<file path="src/sv/etr_isqrt.sv">
`timescale 1ns / 1ps
module etr_isqrt #(
  parameter int InW   = 61,
  parameter int SideW = 1
) (
  input  logic                     clk_i,
  input  logic                     en_i,
  input  logic [InW-1:0]           val_i,
  input  logic [SideW-1:0]         side_i,
  output logic [(InW+1)/2-1:0]     root_o,
  output logic [SideW-1:0]         side_o
);

  localparam int NS = (InW + 1) / 2;
  localparam int RW = InW + 1;

  logic [InW-1:0]   vi [NS];
  logic [RW-1:0]    ri [NS];
  logic [SideW-1:0] si [NS];
  logic [InW-1:0]   v_q [NS];
  logic [RW-1:0]    r_q [NS];
  logic [SideW-1:0] s_q [NS];

  always_comb begin
    vi[0] = val_i;
    ri[0] = '0;
    si[0] = side_i;
    for (int k = 1; k < NS; k++) begin
      vi[k] = v_q[k-1];
      ri[k] = r_q[k-1];
      si[k] = s_q[k-1];
    end
  end

  // One result bit per stage, highest first.
  for (genvar k = 0; k < NS; k++) begin : g_step
    logic [RW-1:0] bitv;
    logic [RW-1:0] trial;
    assign bitv  = RW'(1) << (2 * (NS - 1 - k));
    assign trial = ri[k] + bitv;
    always_ff @(posedge clk_i) begin
      if (en_i) begin
        if ({1'b0, vi[k]} >= trial) begin
          v_q[k] <= InW'({1'b0, vi[k]} - trial);
          r_q[k] <= (ri[k] >> 1) + bitv;
        end else begin
          v_q[k] <= vi[k];
          r_q[k] <= ri[k] >> 1;
        end
        s_q[k] <= si[k];
      end
    end
  end

  assign root_o = r_q[NS-1][NS-1:0];
  assign side_o = s_q[NS-1];

endmodule

</file>
<file path="config.mk">
export PLATFORM = sky130hd
export DESIGN_NAME = etr_isqrt
export DESIGN_NICKNAME = d
export VERILOG_FILES = /design/src/sv/etr_isqrt.sv
export SDC_FILE = /design/constraint.sdc
export NUM_CORES = 2
export LEC_CHECK = 0
export BUFFER_PORTS_ARGS = -buffer_cell sky130_fd_sc_hd__clkbuf_2
export CORE_AREA = 3 3 519 521
export CTS_CLUSTER_DIAMETER = 200
export DETAILED_ROUTE_END_ITERATION = 8
export DIE_AREA = 0 0 522 524
export MAX_ROUTING_LAYER = met4
export PLACE_DENSITY_LB_ADDON = 0.05
export SLEW_MARGIN = 20
export SYNTH_ARGS = -nofsm -noshare
export SYNTH_HDL_FRONTEND = slang
export SYNTH_SLANG_ARGS = --single-unit
</file>
<file path="constraint.sdc">
create_clock -name clk_i -period 8.46 [get_ports clk_i]
set_input_delay 1.269 -clock clk_i [delete_from_list [all_inputs] [get_ports clk_i]]
set_output_delay 1.269 -clock clk_i [all_outputs]
set_load 0.005 [all_outputs]
</file>
=== Word level (Yosys, flattened, before mapping) ===
Memories as Yosys holds them, arrays and structs flattened.
Cells that the tools add are included.

* $lt $le $gt $ge: 31
* Div/mod/pow operators: 0
* Reduce and logical (&&, ||, !) cells: 0
* Multipliers: 0
* Multiplexer cells: 250
* Shifts and indexed selects: 0
* Add/sub/neg operators: 91
* Bitwise operators: 62
* Eq/ne operators: 0

{| class="wikitable"
|+ Operator list
! operator !! count
|-
| 2-to-1 mux 62 bit || 31
|-
| 2-to-1 mux 61 bit || 31
|-
| greater-or-equal comparator 61 x 62 -> 1 bit || 30
|-
| subtractor 61 bit || 30
|-
| 2-to-1 mux 1 bit || 188
|-
| adder 61 x 1 -> 62 bit (second input constant) || 1
|-
| adder 61 x 11 -> 62 bit (second input constant) || 1
|-
| adder 61 x 13 -> 62 bit (second input constant) || 1
|-
| adder 61 x 15 -> 62 bit (second input constant) || 1
|-
| adder 61 x 17 -> 62 bit (second input constant) || 1
|-
| adder 61 x 19 -> 62 bit (second input constant) || 1
|-
| adder 61 x 21 -> 62 bit (second input constant) || 1
|-
| adder 61 x 23 -> 62 bit (second input constant) || 1
|-
| adder 61 x 25 -> 62 bit (second input constant) || 1
|-
| adder 61 x 27 -> 62 bit (second input constant) || 1
|-
| adder 61 x 29 -> 62 bit (second input constant) || 1
|-
| adder 61 x 3 -> 62 bit (second input constant) || 1
|-
| adder 61 x 31 -> 62 bit (second input constant) || 1
|-
| adder 61 x 33 -> 62 bit (second input constant) || 1
|-
| adder 61 x 35 -> 62 bit (second input constant) || 1
|-
| adder 61 x 37 -> 62 bit (second input constant) || 1
|-
| adder 61 x 39 -> 62 bit (second input constant) || 1
|-
| adder 61 x 41 -> 62 bit (second input constant) || 1
|-
| adder 61 x 43 -> 62 bit (second input constant) || 1
|-
| other kinds (44) || 105
|}

* Output and inout port bits: 32
* Latch bits: 0
* Input port bits: 64
* Flip-flop bits (word level): 0
* Memory bits (read-only): 0
* Logic and storage cells: 437
* Memories: 3
* RAM bits: 3844

{| class="wikitable"
|+ Memories
! memory !! words !! width !! rd ports !! clocked after Yosys merged registers in !! write ports !! RTL line !! RTL
|-
| r_q || 31 || 62 || 31 || 0 || 31 || 21 || <nowiki>logic [RW-1:0] r_q [NS];</nowiki>
|-
| v_q || 31 || 61 || 30 || 0 || 31 || 20 || <nowiki>logic [InW-1:0] v_q [NS];</nowiki>
|-
| s_q || 31 || 1 || 31 || 0 || 31 || 22 || <nowiki>logic [SideW-1:0] s_q [NS];</nowiki>
|}

=== Logic depth before layout (Yosys ltp) ===
An unclocked memory read counts as a cell.

* Word-level depth: 7
* Depth in mapped cells: 14
* Depth with buffers taken out: 11

=== Least setup slack after synthesis ===
OpenSTA, ideal clock, no wires.

* Path kind: input -> register
* From: input en_i
* To: memory r_q[1][628] (netlist name), enable pin
* Arrival time: 4.749 ns
* Stages on the path: 5
* Required time: 7.982 ns
* Path buffers: 5
* Setup slack: 3.234 ns
* Setup time: 0.478 ns
* Cells stage by stage: clkbuf_1 > clkbuf_1 > clkbuf_1 > clkbuf_1 > clkbuf_1

{| class="wikitable"
|+ RTL lines
! what !! RTL line !! RTL
|-
| start, declared || 7 || <nowiki>input logic en_i,</nowiki>
|-
| end, declared || 21 ||
|}

==> results.md <==
- Largest family of logic cells by synthesized area: simple AND/OR/NAND/NOR gates
- Register-to-Register Path Depth: 10
- CP Class: reg -> reg
- Syn_area_per_cell: 12.41 um2
- Core Footprint: approximately 270000 um2
- Peak VDD IR: between 0.0001 and 0.00015 V
- Fin area: 127000 um2
- Worst skew pair latency: 0.91 ns
- Synthesis Warnings: 0
- Initial antenna violation count: 13
- RSZ-0062 raised after global routing: false
- Chip Width: 522 um
- Wirelength per Cell: 24.70 um
- DRT antenna net count: 0
- Setup TNS: 0 ns
- Part of the Yosys area used for sequential elements: 0.6229
- CP delay by family, top: simple AND/OR/NAND/NOR gates
- Largest net degree at the start of global routing: 191
- XOR/XNOR Fraction of Synth Area: 0.06143
- Critical path arrival: 5.24 ns
- # hold bufs at CTS: 0
- I/O Buffers: 95
- Layout cells sized above 1: 0.06944
- Overflow after GRT: 0
- Number of DRC markers in iteration 0: 6455
- CTS buffer count: between 200 and 300
- CTS tree: done
- Vias in the first global route: about 70000
- Pwr per Cell Area: 276.7 nW/um2
- Synth Area in Compound Gates: 0.09543
- R2R Path Start: v_q[1][590]$_DFFE_PP_
- Min-Delay Path Depth: 0
- Register bit total from synthesis: approximately 2400
- Post-CTS Setup Repair Bufs: 0
- Initial Util: 0.4286
- Hold_sp: s_q[1][3]$_DFFE_PP_
- Row count: 189
- Filler Cells Inserted: roughly 23000
- Root buffer cell: clkbuf_16
- Top-area cell type share of the netlist area: 0.6229
- Die area: 273500 um2
- Min cycle time layout: 4.597 ns
- Crit. End Element: flip-flop
- Hold crit path type: reg -> reg
- Critical path, cell by cell: nor4_1, nand2b_1, nor3_1, and4b_1, o31a_1, nor3b_2, buf_4, inv_1, o2111ai_1, xnor2_1
- Reg-to-Reg End: v_q[1][669]$_DFFE_PP_
- WP data required: 9.10 ns
- Max stage delay on crit path: about 0.82 ns
- Final nets: 9941
- H-tree levels: 5
- DIE HEIGHT: 524 um
- Worst Tran Pin Value: 1.158 ns
- Main synth FF type: edfxtp_1
- Lkg Pwr: roughly 47 nW
- Post-Syn Instances: 9155
- DP Wirelength: 248400 um
- Most frequent cells after synthesis: edfxtp_1, nand2_1, inv_1
- PostCTS Resize Cnt: 0
- Levels on crit path: 10
- Worst hold margin: ~0.41 ns
- I/O Pins: 96
- Fin. Hold Viols: 0
- Flop-to-flop setup slack: 3.86 ns
- Crit path max-delay cell type: nor4_1
- GPL Wtd Cong: 0.9061
- DR vias: 73640
- Period utilization: 0.5434
- Fmax: 217.5 MHz
- Worst-path fanout max: between 50 and 60
- Final WL: 323700 um
- DR DRC count: 0
- Clock transition at the registers of the reported paths: 0.06 ns
- Clock skew: about 0.048 ns
- Max-slew headroom: 0.2208
- DR vias/cell: 5.619
- Post-synthesis mux area share: 0.005384
- Slew Limit Fails: 0
- Post-synth EDFFs: 2357
- Async SR Flop Fraction: 0
- 1st-pass router iterations: 7
- First-pass GRT wire length: ~480000 um
- Netlist cell types: roughly 90
- Synth Area in Adders: 0.05776
- Setup violators final: 0
- Number of max-cap violations: 0
- Hold path endpoint: s_q[1][4]$_DFFE_PP_
- Mapped Nets: 9743
- Clk buf depth: 4
- Most common cell in the netlist: edfxtp_1
- GRT Overall Usage: 0.2400
- Buffer and inverter count on the worst path: 2
- Dominant cells by area after synthesis: edfxtp_1, ha_1, xnor2_1, xor2_1, o21ai_0
- Area grow syn2layout: 11.81%
- Outcome: finished clean
- Clock Sinks: about 2400
- Startpoint types: flip-flop
- Leading area contributor after synthesis: edfxtp_1
- Synthesized area: 113600 um2
- Simple-Gate Fraction of Synth Area: 0.1282
- Placed Area: between 100000 and 150000 um2
-- worst max-delay path by stage --
stage | start | slack (ns) | endpoint
finish | v_q[1][590]$_DFFE_PP_ | 3.86 | v_q[1][669]$_DFFE_PP_
global route | v_q[1][28]$_DFFE_PP_ | 3.55 | v_q[1][96]$_DFFE_PP_
CTS | v_q[1][28]$_DFFE_PP_ | 3.84 | v_q[1][96]$_DFFE_PP_
detailed placement | en_i | 3.36 | v_q[1][178]$_DFFE_PP_
global placement | en_i | 3.43 | v_q[1][176]$_DFFE_PP_
floorplan | en_i | 3.23 | r_q[1][628]$_DFFE_PP_
-- metal layers --
metal | up-vias | wire [um] | global-route usage
met3 | 447 | 18890 | 0.03418
met4 | 0 | 8590 | 0.05967
li1 | 34780 | - | -
met1 | 36270 | 157900 | 0.3580
met2 | 2135 | 138300 | 0.3441
met5 | - | 0 | -
-- registers in the layout, summed over array words and instances (netlist names) --
signal / flops
r_q: 496
s_q: 31
v_q: 1830
-- worst reg2reg max path, cell delays in order (launching register included) --
cell and delay [ns]:
edfxtp_1 0.51, nor4_1 0.83, nand2b_1 0.45, nor3_1 0.71
and4b_1 0.30, o31a_1 0.23, nor3b_2 0.21, buf_4 0.47
inv_1 0.36, o2111ai_1 0.19, xnor2_1 0.09
-- report_power, final --
part           internal (W)  leakage [nW]  switching (W)
clock network       0.00675          4.22        0.00478
logic               0.00280          19.9        0.00447
registers            0.0148          22.7        0.00153
-- cell usage in the layout (no fill, tap or decap), drive strengths merged, types with 35 or more instances in the layout --
cell / instances
and3: 44
o21ai: 550
clkinv: 112
o211ai: 35
nor2b: 69
nand2: 711
edfxtp: 2357
xnor2: 433
or4: 94
o21bai: 50
or3: 80
a21o: 217
clkbuf: 418
ha: 523
buf: 58
nor4b: 55
a21oi: 462
nand3: 180
nor3: 230
nand4: 175
a211oi: 67
or2: 36
a31oi: 39
xor2: 364
nand2b: 118
inv: 656
nor2: 519
nor4: 325
mux2: 41
o21a: 85
-- cell type report --
type | count | area [um2] | share of cell area
Antenna cell | 9 | 22.52 | 0.0001773
Clock buffer | 324 | 7129 | 0.05612
Clock inverter | 158 | 1568 | 0.01234
Inverter | 644 | 2417 | 0.01903
Multi-Input combinational cell | 5927 | 39690 | 0.3124
Sequential cell | 2357 | 70780 | 0.5571
Tap cell | 3533 | 4420 | 0.03479
Timing Repair Buffer | 152 | 1018 | 0.008016
-- through the flow --
| stage | power, W | setup WS [ns] | std cells | util |
|---|---|---|---|---|
| after floorplan | 0.02092 | 3.234 | 9155 | - |
| after global placement | 0.02372 | 3.433 | 12610 | 0.4463 |
| after detailed placement | 0.02369 | 3.357 | 12610 | 0.4464 |
| after CTS | 0.03541 | 3.836 | 13100 | 0.4792 |
| after global routing | 0.03686 | 3.547 | 13100 | 0.4792 |
| final | 0.03516 | 3.863 | 13100 | 0.4793 |
-- logic make-up after synthesis --
kind of cell    after synthesis
compound gates             1749
xor+xnor                    797
fa+ha+maj                   524
buf+inv                     871
flops                      2357
mux                          56
simple gates               2801
No activity file was read; power rests on OpenSTA's default activity.
